## src/ntsa_pkg.sv

```systemverilog
`timescale 1ns / 1ps
// ----------------------------------------------------------------------------
// ntsa_pkg: shared definitions for the nearest target select and aim block
// Widths, register indexes, reset values and the multiplier request type.
// ----------------------------------------------------------------------------
package ntsa_pkg;

   // coordinate width of box fields and center offsets (Q10.4 pixels)
   localparam int COORD_BITS = 14;
   localparam int CLASS_BITS = 4;
   localparam int GAIN_BITS  = 16;
   localparam int BIAS_BITS  = 16;
   localparam int ANGLE_BITS = 16;

   // squared distance width
   localparam int DIST_BITS  = 2 * COORD_BITS + 2;

   // shared multiplier operand: holds a center (Q.5) or a gain as signed
   localparam int OPND_BITS  = (COORD_BITS + 3 > GAIN_BITS + 1) ?
                               COORD_BITS + 3 : GAIN_BITS + 1;
   localparam int PROD_BITS  = 2 * OPND_BITS;

   // bias Q.4 lifted to Q.13
   localparam int BIAS_SHIFT = 9;
   localparam int FRAC_SHIFT = 13;
   localparam int BIAS_TERM_BITS = BIAS_BITS + BIAS_SHIFT + 1;
   localparam int ACC_BITS   = ((PROD_BITS > BIAS_TERM_BITS) ?
                               PROD_BITS : BIAS_TERM_BITS) + 1;

   // configuration port
   localparam int CSR_IDX_BITS  = 3;
   localparam int CSR_DATA_BITS = (COORD_BITS > 16) ? COORD_BITS : 16;

   localparam logic [CSR_IDX_BITS-1:0] REG_ENEMY_CLASS     = 3'd0;
   localparam logic [CSR_IDX_BITS-1:0] REG_CENTER_OFFSET_X = 3'd1;
   localparam logic [CSR_IDX_BITS-1:0] REG_CENTER_OFFSET_Y = 3'd2;
   localparam logic [CSR_IDX_BITS-1:0] REG_THETA_GAIN      = 3'd3;
   localparam logic [CSR_IDX_BITS-1:0] REG_PHI_GAIN        = 3'd4;
   localparam logic [CSR_IDX_BITS-1:0] REG_THETA_BIAS      = 3'd5;

   localparam logic [CLASS_BITS-1:0] RST_ENEMY_CLASS   = 4'd0;
   localparam logic [COORD_BITS-1:0] RST_CENTER_OFFSET = COORD_BITS'(1664);
   localparam logic [GAIN_BITS-1:0]  RST_THETA_GAIN    = 16'd256;
   localparam logic [GAIN_BITS-1:0]  RST_PHI_GAIN      = 16'd2560;
   localparam logic [BIAS_BITS-1:0]  RST_THETA_BIAS    = 16'd25133;

   // request to the shared multiplier
   typedef struct packed {
      logic                        en;
      logic signed [OPND_BITS-1:0] a;
      logic signed [OPND_BITS-1:0] b;
   } mul_req_type;

endpackage

```

## src/ntsa_if.sv

```systemverilog
`timescale 1ns / 1ps
// ----------------------------------------------------------------------------
// ntsa_req_if / ntsa_rsp_if: detection and aim channels
// Valid/ready channels; a transfer happens when valid and ready are high.
// ----------------------------------------------------------------------------
interface ntsa_req_if import ntsa_pkg::*; ();
   logic                  valid;
   logic                  ready;
   logic                  present;
   logic [COORD_BITS-1:0] box_x;
   logic [COORD_BITS-1:0] box_y;
   logic [COORD_BITS-1:0] box_w;
   logic [COORD_BITS-1:0] box_h;
   logic [CLASS_BITS-1:0] box_class;
   logic                  frame_end;

   modport source (output valid, present, box_x, box_y, box_w, box_h, box_class,
                   frame_end, input ready);
   modport sink   (input valid, present, box_x, box_y, box_w, box_h, box_class,
                   frame_end, output ready);
endinterface

interface ntsa_rsp_if import ntsa_pkg::*; ();
   logic                         valid;
   logic                         ready;
   logic [ANGLE_BITS-1:0]        theta_mrad;
   logic signed [ANGLE_BITS-1:0] phi_mrad;

   modport source (output valid, theta_mrad, phi_mrad, input ready);
   modport sink   (input valid, theta_mrad, phi_mrad, output ready);
endinterface

```

## src/nearest_target_select_aim.sv

```systemverilog
`timescale 1ns / 1ps
// ----------------------------------------------------------------------------
// nearest_target_select_aim: nearest enemy detection and gimbal angles
// Keeps the enemy-class detection of a frame nearest to the last target and,
// at frame end, turns its box center into elevation and azimuth commands.
// ----------------------------------------------------------------------------
//  Channel  Direction  Handshake          Payload
//  req_bus  in         valid/ready        present, box_x/y/w/h, box_class,
//                                         frame_end
//  rsp_bus  out        valid/ready        theta_mrad, phi_mrad
//  csr_*    in         write enable only  csr_index, csr_wdata
//
//  A detection of the enemy class runs dx*dx and dy*dy through the one
//  shared multiplier and compares the sum; any other item needs no distance
//  multiply. A frame end with a found target adds two more multiplies for
//  theta and phi. The result sits in an output register; the next result
//  stalls only while that register is still unread.
//  Reset is synchronous, active high, and restores registers and target.
// ----------------------------------------------------------------------------
module nearest_target_select_aim import ntsa_pkg::*; (
   input  logic                     clock,
   input  logic                     reset,
   ntsa_req_if.sink                 req_bus,
   ntsa_rsp_if.source               rsp_bus,
   input  logic                     csr_wr_en,
   input  logic [CSR_IDX_BITS-1:0]  csr_index,
   input  logic [CSR_DATA_BITS-1:0] csr_wdata
);

   // sequencer states
   localparam logic [2:0] ST_IDLE = 3'd0;
   localparam logic [2:0] ST_DX   = 3'd1;
   localparam logic [2:0] ST_DY   = 3'd2;
   localparam logic [2:0] ST_CMP  = 3'd3;
   localparam logic [2:0] ST_TH   = 3'd4;
   localparam logic [2:0] ST_PH   = 3'd5;
   localparam logic [2:0] ST_OUT  = 3'd6;

   // clamp a Q.13 sum to the unsigned theta range, flooring the fraction
   function automatic logic [ANGLE_BITS-1:0] sat_theta(
      input logic signed [ACC_BITS-1:0] acc
   );
      logic signed [ACC_BITS-1:0] whole;
      whole = acc >>> FRAC_SHIFT;
      if (whole < 0) begin
         sat_theta = '0;
      end else if (whole > signed'(ACC_BITS'(65535))) begin
         sat_theta = '1;
      end else begin
         sat_theta = whole[ANGLE_BITS-1:0];
      end
   endfunction

   // clamp a Q.13 sum to the signed phi range, flooring the fraction
   function automatic logic [ANGLE_BITS-1:0] sat_phi(
      input logic signed [ACC_BITS-1:0] acc
   );
      logic signed [ACC_BITS-1:0] whole;
      whole = acc >>> FRAC_SHIFT;
      if (whole < signed'(ACC_BITS'(-32768))) begin
         sat_phi = 16'h8000;
      end else if (whole > signed'(ACC_BITS'(32767))) begin
         sat_phi = 16'h7fff;
      end else begin
         sat_phi = whole[ANGLE_BITS-1:0];
      end
   endfunction

   // configuration registers
   logic [CLASS_BITS-1:0] enemy_class_ff;
   logic [COORD_BITS-1:0] center_offset_x_ff;
   logic [COORD_BITS-1:0] center_offset_y_ff;
   logic [GAIN_BITS-1:0]  theta_gain_ff;
   logic [GAIN_BITS-1:0]  phi_gain_ff;
   logic [BIAS_BITS-1:0]  theta_bias_ff;

   // control state
   logic [2:0]            state_ff, state_in;
   logic [COORD_BITS-1:0] prev_x_ff, prev_x_in;
   logic [COORD_BITS-1:0] prev_y_ff, prev_y_in;
   logic [DIST_BITS-1:0]  best_dist_ff, best_dist_in;
   logic                  best_found_ff, best_found_in;
   logic                  rsp_valid_ff, rsp_valid_in;

   // payload registers
   logic [COORD_BITS-1:0] item_x_ff, item_x_in;
   logic [COORD_BITS-1:0] item_y_ff, item_y_in;
   logic [COORD_BITS-1:0] item_w_ff, item_w_in;
   logic [COORD_BITS-1:0] item_h_ff, item_h_in;
   logic                  item_end_ff, item_end_in;
   logic [COORD_BITS-1:0] best_x_ff, best_x_in;
   logic [COORD_BITS-1:0] best_y_ff, best_y_in;
   logic [COORD_BITS-1:0] best_w_ff, best_w_in;
   logic [COORD_BITS-1:0] best_h_ff, best_h_in;
   logic [DIST_BITS-1:0]  dx_sq_ff, dx_sq_in;
   logic [ANGLE_BITS-1:0] theta_ff, theta_in;
   logic [ANGLE_BITS-1:0] rsp_theta_ff, rsp_theta_in;
   logic [ANGLE_BITS-1:0] rsp_phi_ff, rsp_phi_in;

   // datapath
   mul_req_type                 mul_req;
   logic signed [PROD_BITS-1:0] prod_ff;
   logic signed [OPND_BITS-1:0] dx, dy, xc, yc;
   logic [DIST_BITS-1:0]        dist_sum;
   logic signed [ACC_BITS-1:0]  th_sum, ph_sum;
   logic                        req_xfer, match;

   ntsa_mul u_mul (
      .clock   (clock),
      .mul_req (mul_req),
      .prod_ff (prod_ff)
   );

   assign req_bus.ready      = (state_ff == ST_IDLE);
   assign req_xfer           = req_bus.valid & req_bus.ready;
   assign match              = req_bus.present & (req_bus.box_class == enemy_class_ff);
   assign rsp_bus.valid      = rsp_valid_ff;
   assign rsp_bus.theta_mrad = rsp_theta_ff;
   assign rsp_bus.phi_mrad   = signed'(rsp_phi_ff);

   // offsets from the last target and centers of the kept box (Q.5)
   always_comb begin
      dx = signed'(OPND_BITS'(item_x_ff)) - signed'(OPND_BITS'(prev_x_ff));
      dy = signed'(OPND_BITS'(item_y_ff)) - signed'(OPND_BITS'(prev_y_ff));
      xc = signed'(OPND_BITS'({best_x_ff, 1'b0})) + signed'(OPND_BITS'(best_w_ff))
         - signed'(OPND_BITS'({center_offset_x_ff, 1'b0}));
      yc = signed'(OPND_BITS'({best_y_ff, 1'b0})) + signed'(OPND_BITS'(best_h_ff))
         - signed'(OPND_BITS'({center_offset_y_ff, 1'b0}));
      dist_sum = dx_sq_ff + DIST_BITS'(prod_ff);
      th_sum   = ACC_BITS'(prod_ff) + signed'(ACC_BITS'({theta_bias_ff, 9'b0}));
      ph_sum   = ACC_BITS'(prod_ff);
   end

   // sequencer and next-state values
   always_comb begin
      state_in      = state_ff;
      prev_x_in     = prev_x_ff;
      prev_y_in     = prev_y_ff;
      best_dist_in  = best_dist_ff;
      best_found_in = best_found_ff;
      item_x_in     = item_x_ff;
      item_y_in     = item_y_ff;
      item_w_in     = item_w_ff;
      item_h_in     = item_h_ff;
      item_end_in   = item_end_ff;
      best_x_in     = best_x_ff;
      best_y_in     = best_y_ff;
      best_w_in     = best_w_ff;
      best_h_in     = best_h_ff;
      dx_sq_in      = dx_sq_ff;
      theta_in      = theta_ff;
      rsp_theta_in  = rsp_theta_ff;
      rsp_phi_in    = rsp_phi_ff;
      rsp_valid_in  = rsp_valid_ff & ~rsp_bus.ready;
      mul_req.en    = 1'b0;
      mul_req.a     = dx;
      mul_req.b     = dx;

      case (state_ff)
         ST_IDLE: begin
            if (req_xfer) begin
               item_x_in   = req_bus.box_x;
               item_y_in   = req_bus.box_y;
               item_w_in   = req_bus.box_w;
               item_h_in   = req_bus.box_h;
               item_end_in = req_bus.frame_end;
               if (match) begin
                  state_in = ST_DX;
               end else if (req_bus.frame_end) begin
                  if (best_found_ff) begin
                     state_in = ST_TH;
                  end else begin
                     best_dist_in = '1;
                  end
               end
            end
         end
         ST_DX: begin
            // square the x offset
            mul_req.en = 1'b1;
            state_in   = ST_DY;
         end
         ST_DY: begin
            // park dx squared, square the y offset
            dx_sq_in   = DIST_BITS'(prod_ff);
            mul_req.en = 1'b1;
            mul_req.a  = dy;
            mul_req.b  = dy;
            state_in   = ST_CMP;
         end
         ST_CMP: begin
            // keep the first strictly nearer detection
            if (dist_sum < best_dist_ff) begin
               best_dist_in  = dist_sum;
               best_found_in = 1'b1;
               best_x_in     = item_x_ff;
               best_y_in     = item_y_ff;
               best_w_in     = item_w_ff;
               best_h_in     = item_h_ff;
            end
            state_in = item_end_ff ? ST_TH : ST_IDLE;
         end
         ST_TH: begin
            mul_req.en = 1'b1;
            mul_req.a  = yc;
            mul_req.b  = signed'(OPND_BITS'(theta_gain_ff));
            state_in   = ST_PH;
         end
         ST_PH: begin
            // finish theta, start phi
            theta_in   = sat_theta(th_sum);
            mul_req.en = 1'b1;
            mul_req.a  = xc;
            mul_req.b  = signed'(OPND_BITS'(phi_gain_ff));
            state_in   = ST_OUT;
         end
         ST_OUT: begin
            // hold until the output register is free, then close the frame
            if (!rsp_valid_ff || rsp_bus.ready) begin
               rsp_valid_in  = 1'b1;
               rsp_theta_in  = theta_ff;
               rsp_phi_in    = sat_phi(ph_sum);
               prev_x_in     = best_x_ff;
               prev_y_in     = best_y_ff;
               best_dist_in  = '1;
               best_found_in = 1'b0;
               state_in      = ST_IDLE;
            end
         end
         default: begin
            state_in = ST_IDLE;
         end
      endcase
   end

   // control registers
   always_ff @(posedge clock) begin
      if (reset) begin
         state_ff      <= ST_IDLE;
         prev_x_ff     <= '0;
         prev_y_ff     <= '0;
         best_dist_ff  <= '1;
         best_found_ff <= 1'b0;
         rsp_valid_ff  <= 1'b0;
      end else begin
         state_ff      <= state_in;
         prev_x_ff     <= prev_x_in;
         prev_y_ff     <= prev_y_in;
         best_dist_ff  <= best_dist_in;
         best_found_ff <= best_found_in;
         rsp_valid_ff  <= rsp_valid_in;
      end
   end

   // payload registers
   always_ff @(posedge clock) begin
      item_x_ff    <= item_x_in;
      item_y_ff    <= item_y_in;
      item_w_ff    <= item_w_in;
      item_h_ff    <= item_h_in;
      item_end_ff  <= item_end_in;
      best_x_ff    <= best_x_in;
      best_y_ff    <= best_y_in;
      best_w_ff    <= best_w_in;
      best_h_ff    <= best_h_in;
      dx_sq_ff     <= dx_sq_in;
      theta_ff     <= theta_in;
      rsp_theta_ff <= rsp_theta_in;
      rsp_phi_ff   <= rsp_phi_in;
   end

   // configuration writes; unknown indexes drop
   always_ff @(posedge clock) begin
      if (reset) begin
         enemy_class_ff     <= RST_ENEMY_CLASS;
         center_offset_x_ff <= RST_CENTER_OFFSET;
         center_offset_y_ff <= RST_CENTER_OFFSET;
         theta_gain_ff      <= RST_THETA_GAIN;
         phi_gain_ff        <= RST_PHI_GAIN;
         theta_bias_ff      <= RST_THETA_BIAS;
      end else if (csr_wr_en) begin
         case (csr_index)
            REG_ENEMY_CLASS:     enemy_class_ff     <= csr_wdata[CLASS_BITS-1:0];
            REG_CENTER_OFFSET_X: center_offset_x_ff <= csr_wdata[COORD_BITS-1:0];
            REG_CENTER_OFFSET_Y: center_offset_y_ff <= csr_wdata[COORD_BITS-1:0];
            REG_THETA_GAIN:      theta_gain_ff      <= csr_wdata[GAIN_BITS-1:0];
            REG_PHI_GAIN:        phi_gain_ff        <= csr_wdata[GAIN_BITS-1:0];
            REG_THETA_BIAS:      theta_bias_ff      <= csr_wdata[BIAS_BITS-1:0];
            default: begin
            end
         endcase
      end
   end

endmodule

```

## src/ntsa_mul.sv

```systemverilog
`timescale 1ns / 1ps
// ----------------------------------------------------------------------------
// ntsa_mul: shared signed multiplier
// One signed multiply per cycle with a registered product; the product holds
// while no request is issued.
// ----------------------------------------------------------------------------
module ntsa_mul import ntsa_pkg::*; (
   input  logic                        clock,
   input  mul_req_type                 mul_req,
   output logic signed [PROD_BITS-1:0] prod_ff
);

   logic signed [PROD_BITS-1:0] prod_in;

   // form the full-width product
   always_comb begin
      prod_in = PROD_BITS'(mul_req.a) * PROD_BITS'(mul_req.b);
   end

   // capture on request, hold otherwise
   always_ff @(posedge clock) begin
      if (mul_req.en) begin
         prod_ff <= prod_in;
      end
   end

endmodule

```

## src/flat_wrapper.sv

```systemverilog
// flat-port wrapper written by rule: the top's interface ports become plain ports
module nearest_target_select_aim_flat import ntsa_pkg::*;
  (clock, reset, csr_wr_en, csr_index, csr_wdata, req_bus_valid, req_bus_present, req_bus_box_x, req_bus_box_y, req_bus_box_w, req_bus_box_h, req_bus_box_class, req_bus_frame_end, req_bus_ready, rsp_bus_valid, rsp_bus_theta_mrad, rsp_bus_phi_mrad, rsp_bus_ready);
  ntsa_req_if req_bus_i ();
  ntsa_rsp_if rsp_bus_i ();
  input  logic clock;
  input  logic reset;
  input  logic csr_wr_en;
  input  logic [CSR_IDX_BITS-1:0] csr_index;
  input  logic [CSR_DATA_BITS-1:0] csr_wdata;
  input wire logic [$bits(req_bus_i.valid)-1:0] req_bus_valid;
  input wire logic [$bits(req_bus_i.present)-1:0] req_bus_present;
  input wire logic [$bits(req_bus_i.box_x)-1:0] req_bus_box_x;
  input wire logic [$bits(req_bus_i.box_y)-1:0] req_bus_box_y;
  input wire logic [$bits(req_bus_i.box_w)-1:0] req_bus_box_w;
  input wire logic [$bits(req_bus_i.box_h)-1:0] req_bus_box_h;
  input wire logic [$bits(req_bus_i.box_class)-1:0] req_bus_box_class;
  input wire logic [$bits(req_bus_i.frame_end)-1:0] req_bus_frame_end;
  output wire logic [$bits(req_bus_i.ready)-1:0] req_bus_ready;
  output wire logic [$bits(rsp_bus_i.valid)-1:0] rsp_bus_valid;
  output wire logic [$bits(rsp_bus_i.theta_mrad)-1:0] rsp_bus_theta_mrad;
  output wire logic [$bits(rsp_bus_i.phi_mrad)-1:0] rsp_bus_phi_mrad;
  input wire logic [$bits(rsp_bus_i.ready)-1:0] rsp_bus_ready;
  assign req_bus_i.valid = req_bus_valid;
  assign req_bus_i.present = req_bus_present;
  assign req_bus_i.box_x = req_bus_box_x;
  assign req_bus_i.box_y = req_bus_box_y;
  assign req_bus_i.box_w = req_bus_box_w;
  assign req_bus_i.box_h = req_bus_box_h;
  assign req_bus_i.box_class = req_bus_box_class;
  assign req_bus_i.frame_end = req_bus_frame_end;
  assign req_bus_ready = req_bus_i.ready;
  assign rsp_bus_valid = rsp_bus_i.valid;
  assign rsp_bus_theta_mrad = rsp_bus_i.theta_mrad;
  assign rsp_bus_phi_mrad = rsp_bus_i.phi_mrad;
  assign rsp_bus_i.ready = rsp_bus_ready;
  nearest_target_select_aim u_core (.clock(clock), .reset(reset), .req_bus(req_bus_i), .rsp_bus(rsp_bus_i), .csr_wr_en(csr_wr_en), .csr_index(csr_index), .csr_wdata(csr_wdata));
endmodule
```

## config.mk

```make
export PLATFORM = sky130hd
export DESIGN_NAME = nearest_target_select_aim_flat
export DESIGN_NICKNAME = d
export VERILOG_FILES = /design/src/ntsa_pkg.sv /design/src/ntsa_if.sv /design/src/nearest_target_select_aim.sv /design/src/ntsa_mul.sv /design/src/flat_wrapper.sv
export SDC_FILE = /design/constraint.sdc
export NUM_CORES = 2
export LEC_CHECK = 0
export ABC_AREA = 1
export BUFFER_PORTS_ARGS = -buffer_cell sky130_fd_sc_hd__buf_2
export CAP_MARGIN = 0
export CORE_MARGIN = 2
export CORE_UTILIZATION = 40
export CTS_BUF_LIST = sky130_fd_sc_hd__clkbuf_8
export DETAILED_ROUTE_END_ITERATION = 8
export PLACE_DENSITY = 0.57
export SLEW_MARGIN = 0
export SYNTH_ARGS = -nofsm -noshare
export SYNTH_HDL_FRONTEND = slang
export SYNTH_SLANG_ARGS = --single-unit
```

## constraint.sdc

```tcl
create_clock -name clock -period 9.5 [get_ports clock]
set_input_delay 1.9 -clock clock [delete_from_list [all_inputs] [get_ports clock]]
set_output_delay 1.9 -clock clock [all_outputs]
set_load 0.05 [all_outputs]
```

==> key figures <==
Critical path
  – Critical Path Sink Type: register
  – Critical path's largest stage delay: 560 ps
  – Crit path DAT: 9300 ps
  – Req. time, crit path: 9880 ps
  – CP Buf/Inv Count: 7
  – Reg2Reg Depth: 36
  – Crit-path max FO: 7
  – R2r setup slk: 580 ps
  – Setup crit start kind: register
  – Slowest library cell on the worst path: fa_1
  – CP Depth: 36
  – Critical path class: reg -> reg
  – Cell family with most CP delay: adder cells

Finish
  – Layout fillers: 8359
  – Area grow syn2layout: 9.85%
  – Layout cells sized above 1: 7.99%
  – Finished Cell Area: 0.0362 sq mm
  – Core Util, Final: 44.2%
  – Nets: 4894

Floorplanning
  – Floorplan core area: 0.0818 sq mm
  – Die Y: 291 um
  – Chip Width: 291 um
  – I/O Pins: 120
  – # rows: 105
  – Initial Utilization: 40.3%
  – Die Area: 0.0847 sq mm

Logic synthesis
  – Mean Syn Cell Area: 8.01 sq um
  – Async SR Flop Fraction: 0%
  – Main flop type after synthesis: edfxtp_1
  – Most frequent cell after synthesis: nand2_1
  – Yosys top cell area share: 20.5%
  – Number of synthesized flops with an enable pin: 225
  – Area contributors post-synth: edfxtp_1 21%, fa_1 18%, nand2_1 9.3%, inv_1 9.2%, ha_1 9.1%
  – Synth area leader: edfxtp_1
  – Synthesis Warnings: 0
  – Seq cells post-synth: 368
  – Distinct cell type count after synthesis: 56
  – Seq/Total Area, Yosys: 29.2%
  – Cells after Synth: 4114
  – Cell area after technology mapping: 0.0330 sq mm
  – Synth top cells by count: 820 x nand2_1, 804 x inv_1, 465 x nor2_1

Global routing
  – Global-route wire length before repair: 153 mm
  – Vias in the first global route: 27669
  – Largest net degree at the start of global routing: 78
  – Initial antenna violation count: 3
  – Grt ovf: 0
  – Total GRT Usage: 23.2%

CTS
  – Clock buffer count from CTS: 72
  – Skew-Pair Late Insertion Delay: 680 ps
  – Clock slew at reported path FFs: 60 ps
  – Clock Tree Buf Depth: 3
  – H-tree Lvls: 3
  – CTS tree: done
  – Root buffer cell: clkbuf_8
  – Clock sinks: 368

Run
  – Number of max-cap violations: 0

Placement
  – DP HPWL: 77.3 mm
  – RePlAce Congestion: 0.925
  – Cell area after placement: 0.0347 sq mm
  – PortBufs: 119

Min path
  – Hold Path Class: reg -> reg
  – WHS Path Cells: 0

STA
  – RSZ-0062 raised after global routing: yes
  – Final Max Slew Viols: 0
  – Worst slew margin: 26.7%
  – Fin crit period: 8920 ps
  – Min Hold Slack: 408 ps
  – Final setup fails: 0
  – Max Clock Skew: 31.4 ps
  – Slew @ Worst Pin: 1100 ps
  – Period utilization: 93.9%
  – Final Hold Vio Count: 0
  – F_max: 112 MHz

Outcome
  – Status: finished clean

Routing
  – Antenna Nets Post-Route: 0
  – Via count: 27130
  – Drt first pass iters: 6
  – DR WL/cell: 17.7 um
  – Post-route DRC: 0
  – Via-to-Cell Ratio: 5.03
  – Routed WL: 95.6 mm
  – Initial detailed-routing violation count: 1995
## area by class of cell
class / count / area (sq um) / share of cell area (%)
Tap cell: 1070 / 1340 / 3.70
Multi-Input combinational cell: 2842 / 19800 / 54.8
Clock buffer: 82 / 1130 / 3.12
Timing Repair Buffer: 158 / 888 / 2.45
Antenna cell: 3 / 7.51 / 0.0207
Sequential cell: 368 / 9620 / 26.6
Clock inverter: 45 / 293 / 0.809
Inverter: 823 / 3100 / 8.56
## state kept, by name (all words and copies together) (netlist names), 16 cells and up
register                   cells
u_core.u_mul.prod_ff          34
u_core.best_dist_ff           30
u_core.dx_sq_ff               30
u_core.phi_gain_ff            16
u_core.rsp_bus.phi_mrad       16
u_core.rsp_bus.theta_mrad     16
u_core.theta_bias_ff          16
u_core.theta_ff               16
u_core.theta_gain_ff          16
## placed cells by master, fill, tap and decap left out, drive strengths merged, types with 6 or more instances in the layout
cell    count
or2        11
o211ai      8
nor3       24
clkinv     18
o21a       12
dfxtp     143
buf       158
ha        239
clkbuf     82
o21bai     11
xnor2      38
a21boi      6
nand4      54
nand3     273
nand2     835
edfxtp    225
fa        304
o21ai     208
inv       844
a21oi     242
a221oi      8
xor2       45
nor2      474
a21o       21
## through the flow
| stage | cells | TNS [ps] | setup WS (ps) |
|---|---|---|---|
| after floorplan | 4115 | 0 | 1200 |
| after global placement | 5261 | 0 | 401 |
| after detailed placement | 5261 | 0 | 255 |
| after CTS | 5388 | 0 | 188 |
| after global routing | 5390 | -8.37 | -8.37 |
| final | 5391 | 0 | 579 |
## routing by layer
| layer | vias up | routed length [um] | track usage, % |
|---|---|---|---|
| met1 | 12904 | 43900 | 31.6 |
| met4 | 0 | 3040 | 8.09 |
| li1 | 13330 | - | - |
| met3 | 169 | 6200 | 4.48 |
| met5 | - | 0 | 0 |
| met2 | 727 | 42500 | 36.9 |
## path summary, 6_finish.rpt
check                                          from                             to
worst max register to register  u_core.best_y_ff[0]       u_core.u_mul.prod_ff[33]
worst min-delay path            u_core.theta_ff[11]  u_core.rsp_bus.theta_mrad[11]
worst min register to register  u_core.theta_ff[11]  u_core.rsp_bus.theta_mrad[11]
worst max-delay path            u_core.best_y_ff[0]       u_core.u_mul.prod_ff[33]
## cells by family (layout without fill, tap and decap cells)
family	count (synthesis)	after routing	share of synthesized area, %
AND/OR/NAND/NOR	1682	1682	21.3
buffers and inverters	905	1108	10.8
adder cells (fa/ha/maj)	543	543	27.5
AO/OA/AOI/OAI	531	531	8.87
flip-flops	368	368	29.2
XOR/XNOR	83	83	2.21
other	2	6	0.0228
## repair_timing
item | CTS | global route
hold buffers | 0 | 0
resized for setup | 0 | 17
setup buffers | 0 | 0
setup endpoints to repair | 0 | 14
Power is left out: the tool's default activity adds up to more than one toggle a clock period on the data nets, which glitch-free logic cannot reach.
